File: src/hw/rtl/lcsrh_pkg.sv
`timescale 1ns / 1ps
// ----------------------------------------------------------------------------
// lcsrh_pkg
// Shared constants, types and modular helpers of the common subpath search.
// ----------------------------------------------------------------------------
package lcsrh_pkg;

   localparam int MAX_SYMBOLS_DEF = 4096;
   localparam int MAX_PATHS_DEF   = 64;
   localparam int SET_ENTRIES_DEF = 4096;
   localparam int CITY_BITS_DEF   = 17;

   localparam int HASH_W    = 30;
   localparam int KEY_SHIFT = 32;
   localparam int KEY_W     = KEY_SHIFT + HASH_W;
   localparam int ENTRY_W   = KEY_W + 1;
   localparam int LEN_W     = 13;
   localparam int RSP_DW    = ((LEN_W + 7) / 8) * 8;

   localparam logic [HASH_W-1:0] BASE_A = 30'd100003;
   localparam logic [HASH_W-1:0] MOD_A  = 30'd1000000007;
   localparam logic [HASH_W-1:0] BASE_B = 30'd100019;
   localparam logic [HASH_W-1:0] MOD_B  = 30'd1000000009;

   localparam logic [31:0] GOLD_HI = 32'h9E3779B9;
   localparam logic [31:0] GOLD_LO = 32'h7F4A7C15;

   typedef struct packed {
      logic              start;
      logic [HASH_W-1:0] a_a;
      logic [HASH_W-1:0] b_a;
      logic [HASH_W-1:0] a_b;
      logic [HASH_W-1:0] b_b;
   } mm_req_type;

   typedef struct packed {
      logic              done;
      logic [HASH_W-1:0] r_a;
      logic [HASH_W-1:0] r_b;
   } mm_rsp_type;

   // (x + y) mod m for x, y below m
   function automatic logic [HASH_W-1:0] mod_add(input logic [HASH_W-1:0] x,
                                                  input logic [HASH_W-1:0] y,
                                                  input logic [HASH_W-1:0] m);
      logic [HASH_W:0] s;
      s = {1'b0, x} + {1'b0, y};
      if (s >= {1'b0, m}) begin
         s = s - {1'b0, m};
      end
      return s[HASH_W-1:0];
   endfunction

endpackage

File: src/hw/rtl/lcsrh_slot.sv
`timescale 1ns / 1ps
// ----------------------------------------------------------------------------
// lcsrh_slot
// Multiplicative hash of a key into a set slot: three partial products,
// then a remainder by the set size through a reciprocal multiply and one
// correction step.
// ----------------------------------------------------------------------------
module lcsrh_slot #(
   parameter int SET_ENTRIES = lcsrh_pkg::SET_ENTRIES_DEF
) (
   input  logic                                clock,
   input  logic                                reset,
   input  logic                                start,
   input  logic [lcsrh_pkg::KEY_W-1:0]         key,
   output logic                                done,
   output logic [$clog2(SET_ENTRIES)-1:0]      slot
);

   localparam int          SET_AW  = $clog2(SET_ENTRIES);
   localparam int          LAST_ST = 7;
   localparam logic [31:0] DIVISOR = 32'(SET_ENTRIES);
   localparam logic [31:0] RECIP   = 32'((64'd1 << 32) / SET_ENTRIES);

   logic                             active_ff, active_in;
   logic                             done_ff, done_in;
   logic [5:0]                       step_ff, step_in;
   logic [lcsrh_pkg::KEY_W-1:0]      key_ff, key_in;
   logic [63:0]                      prod_ff, prod_in;
   logic [31:0]                      acc_ff, acc_in;
   logic [31:0]                      rem_ff, rem_in;
   logic [31:0]                      op_x, op_y;

   always_comb begin
      case (step_ff)
         6'd0: begin
            op_x = key_ff[31:0];
            op_y = lcsrh_pkg::GOLD_LO;
         end
         6'd1: begin
            op_x = 32'(key_ff[lcsrh_pkg::KEY_W-1:32]);
            op_y = lcsrh_pkg::GOLD_LO;
         end
         6'd4: begin
            op_x = rem_ff;
            op_y = RECIP;
         end
         6'd5: begin
            op_x = prod_ff[63:32];
            op_y = DIVISOR;
         end
         default: begin
            op_x = key_ff[31:0];
            op_y = lcsrh_pkg::GOLD_HI;
         end
      endcase
   end

   always_comb begin
      active_in = active_ff;
      done_in   = 1'b0;
      step_in   = step_ff;
      key_in    = key_ff;
      prod_in   = prod_ff;
      acc_in    = acc_ff;
      rem_in    = rem_ff;
      if (start) begin
         active_in = 1'b1;
         step_in   = '0;
         key_in    = key;
      end else if (active_ff) begin
         step_in = step_ff + 1'b1;
         case (step_ff)
            6'd0: begin
               prod_in = op_x * op_y;
            end
            6'd1: begin
               acc_in  = prod_ff[63:32];
               prod_in = op_x * op_y;
            end
            6'd2: begin
               acc_in  = acc_ff + prod_ff[31:0];
               prod_in = op_x * op_y;
            end
            6'd3: begin
               rem_in = acc_ff + prod_ff[31:0];
            end
            6'd4: begin
               prod_in = op_x * op_y;
            end
            6'd5: begin
               prod_in = op_x * op_y;
            end
            6'd6: begin
               rem_in = rem_ff - prod_ff[31:0];
            end
            default: begin
               if (rem_ff >= DIVISOR) begin
                  rem_in = rem_ff - DIVISOR;
               end
               if (step_ff == 6'(LAST_ST)) begin
                  active_in = 1'b0;
                  done_in   = 1'b1;
               end
            end
         endcase
      end
   end

   always_ff @(posedge clock) begin
      if (reset) begin
         active_ff <= 1'b0;
         done_ff   <= 1'b0;
      end else begin
         active_ff <= active_in;
         done_ff   <= done_in;
      end
      step_ff <= step_in;
      key_ff  <= key_in;
      prod_ff <= prod_in;
      acc_ff  <= acc_in;
      rem_ff  <= rem_in;
   end

   assign done = done_ff;
   assign slot = rem_ff[SET_AW-1:0];

endmodule

File: config.mk
export PLATFORM = sky130hd
export DESIGN_NAME = lcsrh_slot
export DESIGN_NICKNAME = d
export VERILOG_FILES = /design/src/hw/rtl/lcsrh_pkg.sv /design/src/hw/rtl/lcsrh_slot.sv
export SDC_FILE = /design/constraint.sdc
export NUM_CORES = 2
export LEC_CHECK = 0
export BUFFER_PORTS_ARGS = -buffer_cell sky130_fd_sc_hd__buf_2
export CORE_UTILIZATION = 55
export CTS_BUF_LIST = sky130_fd_sc_hd__clkbuf_4 sky130_fd_sc_hd__clkbuf_8
export DETAILED_ROUTE_END_ITERATION = 10
export PLACE_DENSITY = 0.71
export SYNTH_ARGS = -nofsm -noshare
export SYNTH_HDL_FRONTEND = slang
export SYNTH_SLANG_ARGS = --single-unit
File: constraint.sdc
create_clock -name clock -period 10.75 [get_ports clock]
set_input_delay 1.6125 -clock clock [delete_from_list [all_inputs] [get_ports clock]]
set_output_delay 1.6125 -clock clock [all_outputs]
set_load 0.01 [all_outputs]
### Word level (Yosys, flattened, before mapping)

Index checks and enable logic that the tools add are counted.

| word-level totals | value |
|---|---|
| input bits | 65 |
| flip-flop bits (word level) | 198 |
| word-level logic and storage cells | 43 |
| output and inout port bits | 13 |

| cells by class | value |
|---|---|
| muxes and demuxes | 10 |
| $lt $le $gt $ge | 1 |
| reduce and logical (&&, ||, !) cells | 10 |
| $mul | 1 |
| add/subtract/negate cells | 4 |
| bitwise gates (word level) | 3 |
| eq/ne operators | 7 |

Operators by type and width:

| kind | count |
|---|---|
| 32-bit one-hot mux with 3 select lines | 3 |
| 32-bit by 32-bit multiplier with 64-bit output | 1 |
| 32-bit one-hot mux with 2 select lines | 1 |
| 32-bit adder | 1 |
| 32-bit by 13-bit greater-or-equal comparator with 1-bit output (second input constant) | 1 |
| 32-bit 2-to-1 mux | 1 |
| 32-bit by 13-bit subtractor with 32-bit output (second input constant) | 1 |
| 32-bit subtractor | 1 |
| 6-bit by 3-bit equality test with 1-bit output (second input constant) | 4 |
| 6-bit by 2-bit equality test with 1-bit output (second input constant) | 2 |
| 10-bit OR reduction | 1 |
| 7-bit OR reduction | 1 |
| 6-bit by 1-bit adder with 6-bit output (second input constant) | 1 |
| 6-bit by 1-bit equality test with 1-bit output (second input constant) | 1 |
| 6-bit logical NOT | 1 |
| 3-bit AND reduction | 2 |
| 1-bit 2-to-1 mux | 5 |
| 5-bit OR reduction | 1 |
| 4-bit AND reduction | 1 |
| 1-bit NOT | 3 |
| 3-bit nonzero test | 1 |
| 2-bit nonzero test | 1 |
| 2-bit OR reduction | 1 |

### Longest topological paths before layout

| depth | value |
|---|---|
| depth after elaboration | 5 |
| depth in mapped cells | 39 |
| gate-level depth less buffers | 36 |

### Worst setup path before layout

No wires, ideal clock.

| timing path | value |
|---|---|
| path kind | register -> register |
| start point | register step_ff[3] |
| end point | register prod_ff[57], data pin |
| cell stages (with the launch flop) | 35 |
| setup time | 0.258 ns |
| arrival time | 8.848 ns |
| period minus slack after synthesis | 9.106 ns |
| path buffers | 4 |
| required time | 10.492 ns |
| slack | 1.644 ns |
| cells stage by stage | dfxtp_1 nor4_4 and2_4 nor2_4 buf_8 buf_2 buf_2 a22oi_1 inv_1 a221oi_1 nor2_1 fa_1 ha_1 fa_1 inv_1 fa_1 inv_1 fa_1 fa_1 fa_1 inv_1 fa_1 inv_1 ha_1 clkbuf_1 a21oi_1 o21ai_0 a21o_1 a2111o_1 a31oi_1 nand3_1 a31oi_1 o21bai_1 a21oi_1 xnor2_1 |

| on the way | value |
|---|---|
| cells in the longest elaborated chain, start to end | 4 |
| elaborated cells on any way between the ends | 8 |
| classes of those cells | mul (1); eq/ne (3); mux (2); reduce/logical (2) |

RTL lines:

| what | line | source |
|---|---|---|
| start, declared | lcsrh_slot.sv:26 | `logic [5:0] step_ff, step_in;` |
| start signal, assigned | lcsrh_slot.sv:117 | `step_ff <= step_in;` |
| 6-bit by 1-bit equality test with 1-bit output or 6-bit logical NOT (tied branches) | lcsrh_slot.sv:34, lcsrh_slot.sv:72 |  |
| 2-bit OR reduction (no source line) | -- |  |
| 32-bit one-hot mux with 3 select lines | lcsrh_slot.sv:34 | `case (step_ff)` |
| 32-bit by 32-bit multiplier with 64-bit output (*) | -- |  |
| end signal, assigned | lcsrh_slot.sv:119 | `prod_ff <= prod_in;` |
| end, declared | lcsrh_slot.sv:28 | `logic [63:0] prod_ff, prod_in;` |

Mark *: on every way between the ends. The rest lies on a longest branch, timed or not.
A chain may end at the register's enable or synchronous reset.

### Worst setup path after layout

| timing path | value |
|---|---|
| start point | register step_ff[0] |
| end point | register prod_ff[57], data pin |

The elaborated chain is that of the path after synthesis.

==> impl_table.tex <==
\begin{tabular}{lr}
\hline
Metric & Value \\
\hline
\multicolumn{2}{l}{\textbf{Die}} \\
Number of placement rows & 96 \\
Area enclosed by the die boundary & 70,280 µm² \\
Starting density of the core & between 50\% and 60\% \\
Die span in y & 265.1 µm \\
Standard cell core area & 68,590 µm² \\
Horiz. Die Dim & 265.1 µm \\
Num ports & 78 \\
\multicolumn{2}{l}{\textbf{Finish}} \\
Final cell count without fillers & $\sim$4,800 \\
Share of cells above drive strength 1 & roughly 7.2\% \\
Fill cell count & between 6,000 and 7,000 \\
Area growth from synthesis to layout & 5.613\% \\
Net total in the final layout & 5,038 \\
\multicolumn{2}{l}{\textbf{Clocking}} \\
Clk sinks & 198 \\
Clock tree from TritonCTS & yes \\
Clk\_lat worst skew & 0.58 ns \\
Buffer type at the clock tree root & sky130\_fd\_sc\_hd\_\_clkbuf\_8 \\
Register clock-pin slew on the reported worst setup and hold paths & 0.12 ns \\
Number of buffers inserted for hold repair after clock tree synthesis & 0 \\
Max Root-Sink Buffers & 2 \\
Clock buffers created by TritonCTS & 17 \\
Number of H-tree levels & 4 \\
\multicolumn{2}{l}{\textbf{Global route}} \\
Pin count of the biggest net entering global routing & 70 \\
Via count of the first global-routing pass & 29,080 \\
Number of antenna violations at the first check in global routing & 1 \\
Total global routing overflow & 0 \\
First-pass GRT wire length & roughly 180,000 µm \\
Overall routing resource usage & 36.56\% \\
\multicolumn{2}{l}{\textbf{Yosys}} \\
Synthesized flop and latch total & 198 \\
Post-synthesis share of cell area spent on full adders, half adders and majority gates & 50.83\% \\
Number of synthesis warnings & 0 \\
Post-synth EDFFs & 190 \\
Compound-Gate Fraction of Synth Area & 11.83\% \\
Area of the mapped netlist & 38,070 µm² \\
Main flop type after synthesis & sky130\_fd\_sc\_hd\_\_edfxtp\_1 \\
Combinational family with the most area after synthesis & adder cells \\
Portion of netlist area occupied by mux cells & 0.6737\% \\
Xor and xnor area share after synthesis & 4.026\% \\
Fraction of registers with async set or reset after synthesis & 0\% \\
Average instance area after synthesis & 10.14 µm² \\
Sequential area share after synthesis & 15.41\% \\
Count of unique library cells instantiated by Yosys & 97 \\
Gate count of the mapped netlist & 3,756 \\
Area share of and/or/nand/nor cells after synthesis & 6.763\% \\
\multicolumn{2}{l}{\textbf{Setup path}} \\
Type of element launching the critical path & flop \\
WS Path Type & reg -> reg \\
Worst setup EP type & flop \\
Worst path required time & 11.07 ns \\
Data arrival, critical path & between 10 and 15 ns \\
Crit-path max cell delay & between 0.5 and 0.6 ns \\
Worst Path Max Fanout & 13 \\
Worst-path cell with the longest stage delay & sky130\_fd\_sc\_hd\_\_fa\_1 \\
Most repeated library cell on the critical path & sky130\_fd\_sc\_hd\_\_fa\_1 \\
\multicolumn{2}{l}{\textbf{Detailed routing}} \\
Total wire length after detailed routing & 124,300 µm \\
Number of DRC markers after the initial detailed-route iteration & 2,470 \\
Total number of vias & 27,780 \\
Total DRC errors in the routed layout & 0 \\
Average routed wire per standard cell & $\sim$26 µm \\
Number of detailed-route iterations in the first pass & 6 \\
Via count normalized by instance count & slightly below 6 \\
Number of nets with antenna violations after detailed routing & 0 \\
\multicolumn{2}{l}{\textbf{Timing}} \\
Worst Max-Slew Pin Slew & 1.280 ns \\
Number of pins with negative max-slew slack in the final report & 0 \\
Clock period minus final worst setup slack & 10.29 ns \\
Tightest slew margin relative to the limit & between 10\% and 20\% \\
Post-route clock skew & $\sim$0.045 ns \\
Final setup violation count & 0 \\
Period utilization & 95.71\% \\
Unrepaired setup endpoints after global routing & false \\
Total count of hold-check failures in the final report & 0 \\
Setup TNS after final layout & 0 ns \\
Fmax achieved & just under 100 MHz \\
\multicolumn{2}{l}{\textbf{Run status}} \\
Result of the run & finished clean \\
\multicolumn{2}{l}{\textbf{Placement}} \\
\# placed instances & 4,736 \\
GPL Wtd Cong & 1.027 \\
Number of input and output port buffers inserted & 77 \\
Hpwl dp & between 100,000 and 150,000 µm \\
\multicolumn{2}{l}{\textbf{Min path}} \\
Worst Hold Class & reg -> reg \\
\multicolumn{2}{l}{\textbf{Run}} \\
MaxCap Viol Count & 0 \\
\hline
\end{tabular}
-- sequential cells by signal (all words and copies together) (netlist names) --
| signal | count |
|---|---|
| acc_ff | 32 |
| active_ff | 1 |
| prod_ff | 64 |
| key_ff | 62 |
| step_ff | 6 |
| rem_ff | 32 |
| done | 1 |
-- cells by family (layout without fill, tap and decap cells) --
logic type,count (synthesis),in the layout
AO/OA/AOI/OAI,623,623
XOR/XNOR,175,175
adder cells (fa/ha/maj),1149,1149
buffers and inverters,1035,1106
flip-flops,198,198
multiplexers,23,23
other,1,12
AND/OR/NAND/NOR,552,553
-- worst max-delay path: cells and delay by family, from the launching register on --
family	cells	cell delay, ns
DFF	1	0.44
buffers and inverters	7	1.17
xor gates and xnor gates	1	0.08
and+or+nand+nor	4	1.35
AOI/OAI and AO/OA	10	2.69
adders and majority gates	9	4.27
-- cells in the mapped netlist (all sizes together), types with 11 or more instances --
library cell | n | area share [%]
a21oi | 150 | 2.0
and3 | 15 | 0.25
and2 | 18 | 0.30
nand2b | 24 | 0.39
o221ai | 11 | 0.25
a211oi | 17 | 0.35
a21o | 80 | 1.6
inv | 924 | 9.1
xnor2 | 116 | 2.7
nor2b | 11 | 0.18
mux2 | 21 | 0.62
nand3 | 34 | 0.45
nand2 | 202 | 2.0
a31oi | 14 | 0.27
a221oi | 29 | 1.0
nor4 | 15 | 0.29
fa | 663 | 35
ha | 485 | 16
nand4 | 28 | 0.46
nor2 | 164 | 1.7
a22oi | 28 | 0.87
xor2 | 59 | 1.4
edfxtp | 190 | 15
nor3 | 18 | 0.24
a22o | 17 | 0.39
clkbuf | 69 | 0.68
buf | 42 | 0.67
o21ai | 130 | 1.7
a221o | 26 | 0.68
o21bai | 30 | 0.59
o21a | 19 | 0.38
-- timing repair --
| item | 4_1_cts | 5_1_grt |
|---|---|---|
| endpoints found under the setup margin | 0 | 4 |
| resized for setup | 0 | 0 |
| setup buffers | 0 | 0 |
-- worst paths after layout --
check,slack (ns),endpoint,cells past startpoint,start
max,0.46,prod_ff[57]$_DFFE_PP_,31,step_ff[0]$_SDFFE_PP0P_
min,0.58,step_ff[1]$_SDFFE_PP0P_,2,step_ff[1]$_SDFFE_PP0P_
max reg2reg,0.46,prod_ff[57]$_DFFE_PP_,31,step_ff[0]$_SDFFE_PP0P_
min reg2reg,0.58,step_ff[1]$_SDFFE_PP0P_,2,step_ff[1]$_SDFFE_PP0P_
-- final cells by class --
cell class / instances / area [µm²] / area share [%]
antenna: 1 / 2.502 / 0.006223
clock buffer: 19 / 249.0 / 0.6192
clock inverter: 13 / 182.7 / 0.4543
inverter: 924 / 3468 / 8.626
multi-input combinational: 2534 / 28320 / 70.42
sequential: 198 / 5866 / 14.59
tap: 931 / 1165 / 2.897
timing repair buffer: 150 / 960.9 / 2.390
-- metrics by stage --
stage	worst slack (ns)	hold WS, ns	instance area, µm²	utilization (%)
after global placement	0.5775	0.5506	39770	57.98
after detailed placement	0.5253	0.5637	39770	57.98
after floorplan	1.644	0.5223	38110	-
final	0.4615	0.5786	40210	58.63
after global routing	0.07385	0.5872	40210	58.63
after CTS	0.4637	0.5835	40200	58.61
-- metal layers --
metal  part of all wire, %  wire, µm  GRT usage, %  up-vias
li1                      -         -             -    12260
met1                    40     49260         47.53    13880
met2                    46     56860         57.52     1269
met3                   6.6      8230         4.407      372
met4                   8.0      9914         25.25        0
met5                     0         0             0        -
-- cells in the final DEF, fill, tap and decap left out, types with 76 or more instances in the layout --
| cell type | count |
|---|---|
| sky130_fd_sc_hd__ha_1 | 485 |
| sky130_fd_sc_hd__a21o_1 | 79 |
| sky130_fd_sc_hd__inv_1 | 913 |
| sky130_fd_sc_hd__fa_1 | 663 |
| sky130_fd_sc_hd__nor2_1 | 155 |
| sky130_fd_sc_hd__edfxtp_1 | 190 |
| sky130_fd_sc_hd__o21ai_0 | 121 |
| sky130_fd_sc_hd__buf_2 | 76 |
| sky130_fd_sc_hd__xnor2_1 | 116 |
| sky130_fd_sc_hd__a21oi_1 | 148 |
| sky130_fd_sc_hd__nand2_1 | 199 |
Power is not shown: default switching activity piles up to over one toggle a cycle in this logic, so the estimate is an artifact.
