<file path="src/hw/rtl/lcsrh_pkg.sv">
`timescale 1ns / 1ps
// ----------------------------------------------------------------------------
// lcsrh_pkg
// Shared constants, types and modular helpers of the common subpath search.
// ----------------------------------------------------------------------------
package lcsrh_pkg;

   localparam int MAX_SYMBOLS_DEF = 4096;
   localparam int MAX_PATHS_DEF   = 64;
   localparam int SET_ENTRIES_DEF = 4096;
   localparam int CITY_BITS_DEF   = 17;

   localparam int HASH_W    = 30;
   localparam int KEY_SHIFT = 32;
   localparam int KEY_W     = KEY_SHIFT + HASH_W;
   localparam int ENTRY_W   = KEY_W + 1;
   localparam int LEN_W     = 13;
   localparam int RSP_DW    = ((LEN_W + 7) / 8) * 8;

   localparam logic [HASH_W-1:0] BASE_A = 30'd100003;
   localparam logic [HASH_W-1:0] MOD_A  = 30'd1000000007;
   localparam logic [HASH_W-1:0] BASE_B = 30'd100019;
   localparam logic [HASH_W-1:0] MOD_B  = 30'd1000000009;

   localparam logic [31:0] GOLD_HI = 32'h9E3779B9;
   localparam logic [31:0] GOLD_LO = 32'h7F4A7C15;

   typedef struct packed {
      logic              start;
      logic [HASH_W-1:0] a_a;
      logic [HASH_W-1:0] b_a;
      logic [HASH_W-1:0] a_b;
      logic [HASH_W-1:0] b_b;
   } mm_req_type;

   typedef struct packed {
      logic              done;
      logic [HASH_W-1:0] r_a;
      logic [HASH_W-1:0] r_b;
   } mm_rsp_type;

   // (x + y) mod m for x, y below m
   function automatic logic [HASH_W-1:0] mod_add(input logic [HASH_W-1:0] x,
                                                  input logic [HASH_W-1:0] y,
                                                  input logic [HASH_W-1:0] m);
      logic [HASH_W:0] s;
      s = {1'b0, x} + {1'b0, y};
      if (s >= {1'b0, m}) begin
         s = s - {1'b0, m};
      end
      return s[HASH_W-1:0];
   endfunction

endpackage

</file>
<file path="src/hw/rtl/lcsrh_modmul.sv">
`timescale 1ns / 1ps
// ----------------------------------------------------------------------------
// lcsrh_modmul
// Two-lane shift-add modular multiplier, one multiplier bit per cycle.
// ----------------------------------------------------------------------------
module lcsrh_modmul (
   input  logic                    clock,
   input  logic                    reset,
   input  lcsrh_pkg::mm_req_type   req,
   output lcsrh_pkg::mm_rsp_type   rsp
);

   localparam int HW = lcsrh_pkg::HASH_W;
   localparam int CW = $clog2(HW);

   logic          active_ff, active_in;
   logic          done_ff, done_in;
   logic [CW-1:0] cnt_ff, cnt_in;
   logic [HW-1:0] a_a_ff, a_a_in, b_a_ff, b_a_in, r_a_ff, r_a_in;
   logic [HW-1:0] a_b_ff, a_b_in, b_b_ff, b_b_in, r_b_ff, r_b_in;
   logic [CW-1:0] bit_idx;

   function automatic logic [HW-1:0] mstep(input logic [HW-1:0] r,
                                           input logic [HW-1:0] a,
                                           input logic          bitv,
                                           input logic [HW-1:0] m);
      logic [HW+1:0] t;
      logic [HW+1:0] m1;
      logic [HW+1:0] m2;
      m1 = {2'b00, m};
      m2 = {1'b0, m, 1'b0};
      t  = {1'b0, r, 1'b0} + (bitv ? {2'b00, a} : '0);
      if (t >= m2) begin
         t = t - m2;
      end else if (t >= m1) begin
         t = t - m1;
      end
      return t[HW-1:0];
   endfunction

   assign bit_idx = CW'(HW - 1) - cnt_ff;

   always_comb begin
      active_in = active_ff;
      done_in   = 1'b0;
      cnt_in    = cnt_ff;
      a_a_in    = a_a_ff;
      b_a_in    = b_a_ff;
      r_a_in    = r_a_ff;
      a_b_in    = a_b_ff;
      b_b_in    = b_b_ff;
      r_b_in    = r_b_ff;
      if (req.start) begin
         active_in = 1'b1;
         cnt_in    = '0;
         a_a_in    = req.a_a;
         b_a_in    = req.b_a;
         a_b_in    = req.a_b;
         b_b_in    = req.b_b;
         r_a_in    = '0;
         r_b_in    = '0;
      end else if (active_ff) begin
         r_a_in = mstep(r_a_ff, a_a_ff, b_a_ff[bit_idx], lcsrh_pkg::MOD_A);
         r_b_in = mstep(r_b_ff, a_b_ff, b_b_ff[bit_idx], lcsrh_pkg::MOD_B);
         cnt_in = cnt_ff + 1'b1;
         if (cnt_ff == CW'(HW - 1)) begin
            active_in = 1'b0;
            done_in   = 1'b1;
         end
      end
   end

   always_ff @(posedge clock) begin
      if (reset) begin
         active_ff <= 1'b0;
         done_ff   <= 1'b0;
      end else begin
         active_ff <= active_in;
         done_ff   <= done_in;
      end
      cnt_ff <= cnt_in;
      a_a_ff <= a_a_in;
      b_a_ff <= b_a_in;
      r_a_ff <= r_a_in;
      a_b_ff <= a_b_in;
      b_b_ff <= b_b_in;
      r_b_ff <= r_b_in;
   end

   assign rsp.done = done_ff;
   assign rsp.r_a  = r_a_ff;
   assign rsp.r_b  = r_b_ff;

endmodule

</file>
<file path="config.mk">
export PLATFORM = sky130hd
export DESIGN_NAME = lcsrh_modmul
export DESIGN_NICKNAME = d
export VERILOG_FILES = /design/src/hw/rtl/lcsrh_pkg.sv /design/src/hw/rtl/lcsrh_modmul.sv
export SDC_FILE = /design/constraint.sdc
export NUM_CORES = 1
export LEC_CHECK = 0
export ABC_AREA = 1
export BUFFER_PORTS_ARGS = -buffer_cell sky130_fd_sc_hd__buf_2
export CORE_UTILIZATION = 50
export DETAILED_ROUTE_END_ITERATION = 10
export PLACE_DENSITY = 0.69
export SKIP_CTS_REPAIR_TIMING = 1
export SYNTH_ARGS = -nofsm -noshare
export SYNTH_HDL_FRONTEND = slang
export SYNTH_SLANG_ARGS = --single-unit
</file>
<file path="constraint.sdc">
create_clock -name clock -period 12.05 [get_ports clock]
set_input_delay 2.41 -clock clock [delete_from_list [all_inputs] [get_ports clock]]
set_output_delay 2.41 -clock clock [all_outputs]
set_load 0.005 [all_outputs]
</file>
Word level (Yosys, flattened, before mapping)
Cells that the tools add are included.
{ "word_totals": {"ff_bits": 187, "out_inout_bits": 61, "wordCells": 39, "input_bits": 123} }
{ "op_classes": {"magnitude_cmp": 5, "n_mux": 14, "reduce_logical": 1, "eq_ne": 1, "add_sub_neg": 8, "bitwise_logic": 1} }
{ "op_table": {"columns": ["cell", "count"], "rows": [
  ["two-way mux 30 bit", 6],
  ["subtractor 30 bit (second input constant)", 4],
  ["adder 31 x 30 -> 32 bit", 2],
  [">= comparator 32 x 30 -> 1 bit (second input constant)", 2],
  [">= comparator 32 x 31 -> 1 bit (second input constant)", 2],
  ["binary-select mux 1 bit (select 5 bit)", 2],
  ["< comparator 5 x 6 -> 1 bit (second input constant)", 1],
  ["two-way mux 1 bit", 6],
  ["adder 5 x 1 -> 5 bit (second input constant)", 1],
  ["equality test 5 bit (second input constant)", 1],
  ["subtractor 5 bit (first input constant)", 1],
  ["OR reduction 3 bit", 1],
  ["NOT 1 bit", 1]
]} }

Depth between registers and ports, before layout
Gate-level depths: netlist of run 1.
{ "logic_depth": {"depth_word": 8, "mapped_depth": 43, "ltp_nobuf": 39} }

Worst setup path after synthesis of run 1
No wires, ideal clock.
{ "synth_timing": {"path_kind": "register to register", "from": "register cnt_ff[1]", "to": "register r_b_ff[0]", "slack_ns": 6.776, "required_time_ns": 11.941, "setup_time_ns": 0.109, "period_less_slack_ns": 5.274, "path_stages_with_launch": 40, "arrival_ns": 5.165, "n_path_buf": 5, "cell_sequence": "dfxtp_1 clkbuf_1 clkinv_1 clkbuf_1 ha_1 clkinv_1 nor2_1 o21a_1 o21ai_0 nand2_1 nand2_1 nand3_1 nand2_1 clkbuf_1 clkbuf_1 nor2_1 ha_1 inv_1 [... 4 more ...] nand2_1 nand2_1 nand3_1 nor2_1 nand3_1 nand2_1 nand2_1 nand2_1 nand3_1 nand2_1 nor2_1 nor2_1 buf_4 nand2_1 a21oi_1 o21ai_1 nand2_1 inv_1"} }
{ "synth_via": {"elab_chain_cells": 8, "elab_cells_between_ends": 11, "cone_classes": "add/sub: 4; order compare: 2; mux: 5"} }
{ "synth_lines": {"columns": ["item", "line_no", "text"], "rows": [
  ["start: declaration", "lcsrh_modmul.sv:18", "logic [CW-1:0] cnt_ff, cnt_in;"],
  ["start signal: assignment", "lcsrh_modmul.sv:81", "cnt_ff <= cnt_in;"],
  ["subtractor 5 bit *", "lcsrh_modmul.sv:41", "assign bit_idx = CW'(HW - 1) - cnt_ff;"],
  ["binary-select mux 1 bit (select 5 bit) *", "lcsrh_modmul.sv:64", "r_b_in = mstep(r_b_ff, a_b_ff, b_b_ff[bit_idx], lcsrh_pkg::MOD_B);"],
  ["two-way mux 1 bit (not written as such) *", "lcsrh_modmul.sv:64", null],
  ["two-way mux 30 bit *", "lcsrh_modmul.sv:32", "t = {1'b0, r, 1'b0} + (bitv ? {2'b00, a} : '0);"],
  ["adder 31 x 30 -> 32 bit *", "lcsrh_modmul.sv:32", null],
  ["subtractor 30 bit or >= comparator 32 x 30 -> 1 bit (tied branches)", "lcsrh_modmul.sv:36, lcsrh_modmul.sv:35", null],
  ["two-way mux 30 bit", "lcsrh_modmul.sv:35", "end else if (t >= m1) begin"],
  ["two-way mux 30 bit *", "lcsrh_modmul.sv:33", "if (t >= m2) begin"],
  ["end signal: assignment", "lcsrh_modmul.sv:87", "r_b_ff <= r_b_in;"],
  ["end: declaration", "lcsrh_modmul.sv:20", "logic [HW-1:0] a_b_ff, a_b_in, b_b_ff, b_b_in, r_b_ff, r_b_in;"]
]} }
Every way passes the cells marked *; elsewhere a longest branch is shown, timed or not. The select of a mux whose other input is x is not followed.
A chain may end at the register's enable or synchronous reset.

Worst setup path after layout of run 1
Same ends and word-level chain as after synthesis.

==> key figures, run 1 <==
Layout
  – Multi-input logic area: ~10000 um^2
  – FF/Latch Area: roughly 5000 um^2
  – Antenna Cells: 0
  – Net count, final: around 3300
  – Non-Filler Instances: roughly 3600
  – Area grow syn2layout: 10.5%
  – # fillers: between 3000 and 4000
  – Share of layout cells above drive strength 1: about 11%

Die
  – Initial core utilization: approximately half
  – # IOs: 184
  – Die height: approximately 190 um
  – Row cnt: 68
  – Die Wd: roughly 190 um
  – Core ar.: roughly 35000 um^2
  – Die area: between 30000 and 40000 um^2

CTS
  – CTS Buf Count: 17
  – CTS clk-pin slew, worst paths: roughly 0.080 ns
  – Sink Count: about 190
  – Root Driver: clkbuf_16
  – Htree depth: 4
  – Clock Latency Late Sink: between 0.4 and 0.5 ns
  – CTS tree: done
  – Clock buffer depth: 2

Synthesis
  – Netlist cell types: 43
  – Mapped cell area: about 18000 um^2
  – Most used DFF post-synth: edfxtp_1
  – Yosys warns: 0
  – Top cell type's share of synthesized area: 25.8%
  – Asr flop ratio synth: 0%
  – Post-Syn Nets: roughly 3200
  – Post-synth EDFFs: 120
  – Post-synth top area cell: nand2_1
  – Share of synthesized area occupied by flip-flops and latches: roughly 28%
  – Yosys reg bits: ~190
  – Synth Instances: 2972
  – Mapped Avg Cell Area: 5.92 um^2
  – Largest cells by area after synthesis: nand2_1 (26%), edfxtp_1 (20%), inv_1 (9.9%)

Setup path
  – CP required: ~12 ns
  – Slowest stage delay, CP: approximately 0.75 ns
  – Crit path max-delay family: simple AND/OR/NAND/NOR gates
  – CP startpoint kind: register
  – CP max stage cell: dfxtp_1
  – Setup CP Type: register to register
  – Crit end category: register
  – Worst Path Arrival: approximately 8.1 ns
  – Cell with the most instances on the worst path: nand2_1
  – Max FO, Critical Path: 29
  – CP bufs+invs: 7

GRT
  – Initial antenna violation count: 1
  – Overflow after GRT: 0
  – Vias in the first global route: 17618
  – Pin count of the biggest net entering global routing: between 70 and 80
  – GRT Resource Usage Total: 31.8%
  – First-pass GRT wire length: approximately 90000 um

Timing
  – Period utilisation layout: 63.8%
  – Final hold vios: 0
  – Skew final: roughly 0.011 ns
  – Worst-Margin Slew: ~1.1 ns
  – Rel. slew slack: about a quarter
  – Fin. max-slew vios: 0
  – Setup TNS Final: 0 ns
  – Setup violations, final: 0
  – RSZ-0062 raised after global routing: no
  – Fmax: ~130 MHz
  – Period minus WS final: roughly 7.7 ns

Route
  – Via density: 5.24
  – DR vias: between 15000 and 20000
  – Final Routed Wirelength: just under 60000 um
  – Post-route ant nets: 0
  – Starting DRC count in detailed routing: around 1500
  – # DRC: 0
  – Routed wire per std cell: 16.0 um
  – First-pass DRT Iterations: 5

Pwr
  – Gate power share: 54.0%
  – PwrDens: 155 nW/um^2
  – Cell internal pwr: 1.52 mW
  – Switch Pwr: 1.48 mW
  – Sequential share of power: a little over a quarter
  – Leakage: around 11 nW
  – Worst VDD drop: 0.115 mV
  – Sw Ratio: 49.3%
  – Clk pwr share: between 15 and 20%

Placed design
  – GP Congestion: a little under 1
  – Post-DP HPWL: approximately 46000 um
  – Cell count after placement: approximately 3600
  – Port Buf Inserts: ~180

Hold path
  – Hold WC Path Type: register to register

Run
  – Maxcap violations: 0

Status
  – Outcome: finished, final reports clean
[tightest hold or removal path, cell delays in order (launching register included)]
cell	delay [ns]
dfxtp_1	0.33
nand2_1	0.06
a21oi_1	0.05
[per-stage QoR]
step / area [um^2] / hold WS [ns] / power (mW) / setup slack, ns / utilization (%)
2_1_floorplan: 17600 / 0.443 / 1.97 / 6.78 / -
3_3_place_gp: 18800 / 0.462 / 2.39 / 4.80 / 54.5
3_5_place_dp: 18800 / 0.476 / 2.40 / 4.57 / 54.5
4_1_cts: 19400 / 0.493 / 2.99 / 4.55 / 56.3
5_1_grt: 19400 / 0.515 / 3.23 / 3.74 / 56.3
6_report: 19400 / 0.494 / 3.01 / 4.37 / 56.3
[Yosys cell counts (6+ instances only)]
master / instances
nand4_1: 32
nand2_1: 1211
ha_1: 70
a21oi_1: 65
o21ai_1: 37
inv_2: 21
clkbuf_1: 34
nand2_2: 44
and2_1: 7
buf_6: 9
o21ai_0: 44
buf_4: 6
nor2_2: 19
nand3_1: 270
nor3_1: 21
nor2_1: 300
nand3_2: 14
nand2_4: 6
edfxtp_1: 120
inv_1: 466
xor2_1: 60
dfxtp_1: 67
[cells by family (layout without fill, tap and decap cells)]
kind of cell / count (synthesis) / in the layout / synth area share (%)
xor gates and xnor gates: 64 / 64 / 3.27
DFF: 187 / 187 / 28.1
adders and majority gates: 72 / 72 / 5.21
and+or+nand+nor: 1940 / 1940 / 46.2
AOI/OAI and AO/OA: 161 / 161 / 4.87
buffers and inverters: 548 / 717 / 12.3
[layout by cell type (no fill, tap or decap), types with 22 or more instances in the layout]
cell	Yosys	layout
nand3_1	270	270
a21oi_1	65	65
nor2_1	300	300
nand4_1	32	32
xor2_1	60	60
inv_2	21	22
ha_1	70	70
dfxtp_1	67	66
inv_1	466	466
buf_2	5	182
o21ai_0	44	44
nand2_2	44	45
o21ai_1	37	37
nand2_1	1211	1210
edfxtp_1	120	120
[power groups by stage]
stage,Clock [mW],Combinational (mW),Sequential [mW]
after global routing,0.617,1.80,0.805
after floorplan,0,1.17,0.794
final,0.587,1.62,0.798
after CTS,0.595,1.59,0.797
after global placement,0,1.58,0.811
after detailed placement,0,1.58,0.811
[worst paths after layout]
path,startpoint,endpoint,slack [ns],cells past startpoint
worst max-delay path,cnt_ff[1],r_b_ff[0],4.37,36
worst min-delay path,r_b_ff[2],r_b_ff[2],0.49,2
worst max register to register,cnt_ff[1],r_b_ff[0],4.37,36
worst min register to register,r_b_ff[2],r_b_ff[2],0.49,2
[state kept, by name (all words and copies together) (netlist names)]
register	cells
a_a_ff	30
a_b_ff	30
active_ff	1
b_a_ff	30
b_b_ff	30
cnt_ff	5
done_ff	1
r_a_ff	30
r_b_ff	30
[layout make-up]
class	instances	share of cell area (%)
multi-input cells	2237	53.9
flip-flops and latches	187	25.4
inverters	493	9.53
repair buffers	192	5.09
well taps	455	2.93
clock buffers	18	2.21
clock inverters	14	0.888
[routing by layer]
layer	global-route usage, %	vias to the layer above	wire [um]
met1	39.4	8608	25000
met3	4.04	136	2930
met5	0	-	11
li1	-	9487	-
met2	54.6	621	27100
met4	15.3	2	2630
Note: power is estimated with default switching activity, not from simulation.
==> inputs of run 2 (changes only) <==
PLACE_DENSITY = 0.72   (was 0.69)
clock period = 7 ns   (was 12.05 ns; I/O delays follow)
==> key figures, run 2 (synthesis results as in run 1) <==
Route
  – Final Routed Wirelength: 57200 um
  – First-pass DRT Iterations: 6
  – Routed wire per std cell: 15.9 um
  – Post-route ant nets: 0
  – Via density: 5.22
  – # DRC: 0
  – DR vias: 18796
  – Starting DRC count in detailed routing: 1461

Setup path
  – CP required: ~7.4 ns
  – CP startpoint kind: register
  – Worst Setup EP: r_b_ff[20]
  – Crit end category: register
  – Slowest stage delay, CP: ~0.6 ns
  – Max FO, Critical Path: 36
  – R2r endpoint: r_b_ff[20]
  – Worst Path Arrival: around 7 ns
  – Cell with the most instances on the worst path: nand2_1
  – R2R depth: 33
  – R2R Setup Slk: ~0.57 ns
  – Reg2reg start: cnt_ff[1]
  – Setup CP Type: register to register
  – Crit path from: cnt_ff[1]
  – CP max stage cell: ha_1

Timing
  – Final hold vios: 0
  – Period utilisation layout: 91.8%
  – Fmax: 156 MHz
  – Skew final: about 0.016 ns
  – Setup TNS Final: 0 ns
  – Period minus WS final: between 6 and 7 ns
  – Fin Hold WS: about 0.48 ns
  – Worst-Margin Slew: about 1 ns
  – Rel. slew slack: 34.2%
  – Fin. max-slew vios: 0
  – RSZ-0062 raised after global routing: no
  – Setup violations, final: 0

CTS
  – CTS clk-pin slew, worst paths: roughly 0.08 ns
  – Htree depth: 4
  – Root Driver: clkbuf_16
  – CTS tree: done
  – Clock Latency Late Sink: between 0.4 and 0.5 ns
  – CTS Buf Count: 17
  – Clock buffer depth: 2
  – Sink Count: ~190

Pwr
  – Worst VDD drop: around 0.20 mV
  – PwrDens: between 200 and 300 nW/um^2
  – Leakage: approximately 11 nW

Layout
  – Area grow syn2layout: 11.1%
  – Antenna Cells: 0
  – Share of layout cells above drive strength 1: between 10% and 20%
  – # fillers: 3586
  – Net count, final: 3326
  – Most common cell after layout, fill and taps aside: nand2_1
  – Final non-filler cell area: roughly 20000 um^2
  – Most frequent cells in the layout: nand2_1 (1208), inv_1 (466), nor2_1 (300), nand3_1 (270), buf_2 (182)

GRT
  – Vias in the first global route: approximately 18000
  – First-pass GRT wire length: 89500 um
  – Overflow after GRT: 0
  – Pin count of the biggest net entering global routing: 74
  – Initial antenna violation count: 0
  – GRT Resource Usage Total: 31.9%

Placed design
  – Post-DP HPWL: 45400 um
  – GP Congestion: 0.998
  – Port Buf Inserts: approximately 180
  – Placement Cell Area: around 19000 um^2

Die
  – Die height: 190 um
  – Core ar.: 34500 um^2
  – # IOs: 184
  – Initial core utilization: between 50% and 60%
  – Row cnt: between 60 and 70
  – Die Wd: 190 um
  – Die area: around 36000 um^2

Run
  – Maxcap violations: 0

Status
  – Outcome: finished, final reports clean

Hold path
  – Hold WC Path Type: register to register
==> run 2: cell types whose count changed in the layout (fill, tap and decap cells not counted), moves of 2 or more <==
cell	delta
buf_4	+2
bufinv_16	+2
clkinv_4	-3
inv_12	+2
inv_6	-2
inv_8	+2
nand2_1	-2
nand2_2	+2
==> run 2: final cells by class <==
type	instances	area [um^2]	share of cell area, %
multi-input combinational	2237	10500	53.7
tap	455	569	2.91
sequential	187	4950	25.3
timing repair buffer	195	1020	5.25
clock inverter	15	233	1.19
clock buffer	17	425	2.18
inverter	493	1850	9.49
==> run 2: worst min-delay path by stage <==
stage / start / endpoint / slack, ns / depth (start not counted)
floorplan: cnt_ff[4] / cnt_ff[4] / 0.44 / 1
global placement: cnt_ff[4] / cnt_ff[4] / 0.46 / 1
detailed placement: cnt_ff[4] / cnt_ff[4] / 0.46 / 1
CTS: cnt_ff[4] / cnt_ff[4] / 0.48 / 1
global route: r_b_ff[2] / r_b_ff[2] / 0.52 / 2
finish: cnt_ff[4] / cnt_ff[4] / 0.48 / 1
==> run 2: routing by layer <==
layer / global-route usage [%] / wire [um] / part of all wire [%]
met5: 0 / 0 / 0
met4: 14.2 / 2280 / 4.0
met2: 54.3 / 27000 / 47
met1: 40.0 / 24700 / 43
met3: 4.46 / 3250 / 5.7
==> run 2: critical path: cells and delay by family, from the launching register on <==
family | cells | cell delay, ns
simple gates | 22 | 3.45
buf+inv | 7 | 1.39
compound gates | 2 | 0.22
flops | 1 | 0.33
fa+ha+maj | 2 | 0.88
==> run 2: where the power goes <==
part / internal, mW / switching (mW) / leakage [nW]
Clock: 0.561 / 0.548 / 0.319
Sequential: 1.29 / 0.0850 / 1.73
Combinational: 0.856 / 1.93 / 8.91
Total: 2.71 / 2.56 / 11.0
==> run 2: per-stage QoR <==
stage	utilization (%)	instances	setup WS, ns	power [mW]
detailed placement	54.6	3567	0.488	4.13
global route	56.6	3599	0.00283	5.65
CTS	56.5	3599	0.455	5.24
global placement	54.6	3567	0.642	4.11
finish	56.6	3599	0.575	5.27
floorplan	-	2972	1.73	3.39
==> inputs of run 3 (changes only) <==
CORE_UTILIZATION = 55   (was 50)
PLACE_DENSITY = 0.78   (was 0.72)
==> key figures, run 3 (synthesis results as in run 1) <==
Timing
  – RSZ-0062 raised after global routing: no
  – Setup violations, final: 0
  – Fmax: 154 MHz
  – Final hold vios: 0
  – Period utilisation layout: approximately 90%
  – Setup TNS Final: 0 ns
  – Period minus WS final: between 6 and 7 ns
  – Rel. slew slack: about 36%
  – Skew final: 0.0181 ns
  – Worst-Margin Slew: a little under 1 ns
  – Fin. max-slew vios: 0
  – Fin Hold WS: 0.484 ns

Setup path
  – CP max stage cell: nand3_2
  – CP bufs+invs: 6
  – CP startpoint kind: register
  – Slowest stage delay, CP: approximately 0.50 ns
  – Max FO, Critical Path: 28
  – Worst Path Arrival: between 6 and 7 ns
  – Cell with the most instances on the worst path: nand2_1
  – Crit end category: register
  – Reg2reg start: cnt_ff[1]
  – Setup CP Type: register to register
  – CP required: ~7.4 ns
  – Crit path max-delay family: simple AND/OR/NAND/NOR gates
  – Crit path from: cnt_ff[1]

Layout
  – Share of layout cells above drive strength 1: around 11%
  – Net count, final: around 3300
  – Multi-input logic area: approximately 10000 um^2
  – Final non-filler cell area: roughly 19000 um^2
  – Area grow syn2layout: 10.3%
  – # fillers: around 3100
  – Most frequent cells in the layout: nand2_1 (1210), inv_1 (466), nor2_1 (300), nand3_1 (270), buf_2 (182)
  – Final Util: around 62%
  – Antenna Cells: 0
  – FF/Latch Area: a little under 5000 um^2
  – Most common cell after layout, fill and taps aside: nand2_1

Die
  – Die area: 32700 um^2
  – Die Wd: 181 um
  – Initial core utilization: between 50% and 60%
  – # IOs: 184
  – Die height: approximately 180 um
  – Row cnt: 65
  – Core ar.: around 31000 um^2

CTS
  – Htree depth: 4
  – Root Driver: clkbuf_16
  – CTS clk-pin slew, worst paths: around 0.08 ns
  – CTS Buf Count: 17
  – Sink Count: between 150 and 200
  – Clock buffer depth: 2
  – CTS tree: done
  – Clock Latency Late Sink: between 0.4 and 0.5 ns

Route
  – DR vias: 19267
  – Post-route ant nets: 0
  – Routed wire per std cell: 16.4 um
  – # DRC: 0
  – Via density: roughly 5.4
  – First-pass DRT Iterations: 6
  – Starting DRC count in detailed routing: between 1500 and 2000
  – Final Routed Wirelength: 58300 um

GRT
  – Overflow after GRT: 0
  – Vias in the first global route: about 18000
  – Initial antenna violation count: 0
  – First-pass GRT wire length: approximately 90000 um
  – GRT Resource Usage Total: 35.6%
  – Pin count of the biggest net entering global routing: 74

Status
  – Outcome: finished, final reports clean

Hold path
  – Hold path start: cnt_ff[4]
  – Hold WC Path Type: register to register

Pwr
  – Leakage: between 10 and 15 nW
  – PwrDens: approximately 270 nW/um^2
  – Worst VDD drop: approximately 0.19 mV

Placed design
  – GP Congestion: roughly 1.0
  – Port Buf Inserts: between 150 and 200
  – Post-DP HPWL: between 40000 and 50000 um
  – Placement Cell Area: around 19000 um^2

Run
  – Maxcap violations: 0
run 3: area by class of cell:
cell class | instances | area share, %
Clock buffer | 18 | 2.21
Clock inverter | 14 | 0.806
Inverter | 493 | 9.55
Multi-Input combinational cell | 2238 | 54.1
Sequential cell | 187 | 25.5
Tap cell | 402 | 2.59
Timing Repair Buffer | 197 | 5.29
run 3: worst paths after layout:
check / endpoint / slack [ns] / cells past startpoint
max: r_a_ff[23] / 0.51 / 33
min: cnt_ff[4] / 0.48 / 1
max reg2reg: r_a_ff[23] / 0.51 / 33
min reg2reg: cnt_ff[4] / 0.48 / 1
run 3: report_power, final:
group	total [mW]	switching, mW	leakage (nW)	internal, mW
Sequential	1.37	0.0832	1.73	1.29
Combinational	2.83	1.98	8.93	0.854
Clock	0.992	0.516	0.285	0.477
run 3: per-stage QoR:
stage	worst slack, ns	power (mW)	cells
after detailed placement	0.671	4.15	3516
final	0.510	5.20	3549
after global placement	0.911	4.12	3516
after floorplan	1.73	3.39	2972
after global routing	0.0837	5.56	3549
after CTS	0.611	5.14	3548
run 3: metal layers:
metal,track usage (%),part of all wire [%]
met4,18.5,5.1
met1,43.7,41
met2,60.4,47
met3,5.30,6.9
met5,0,0
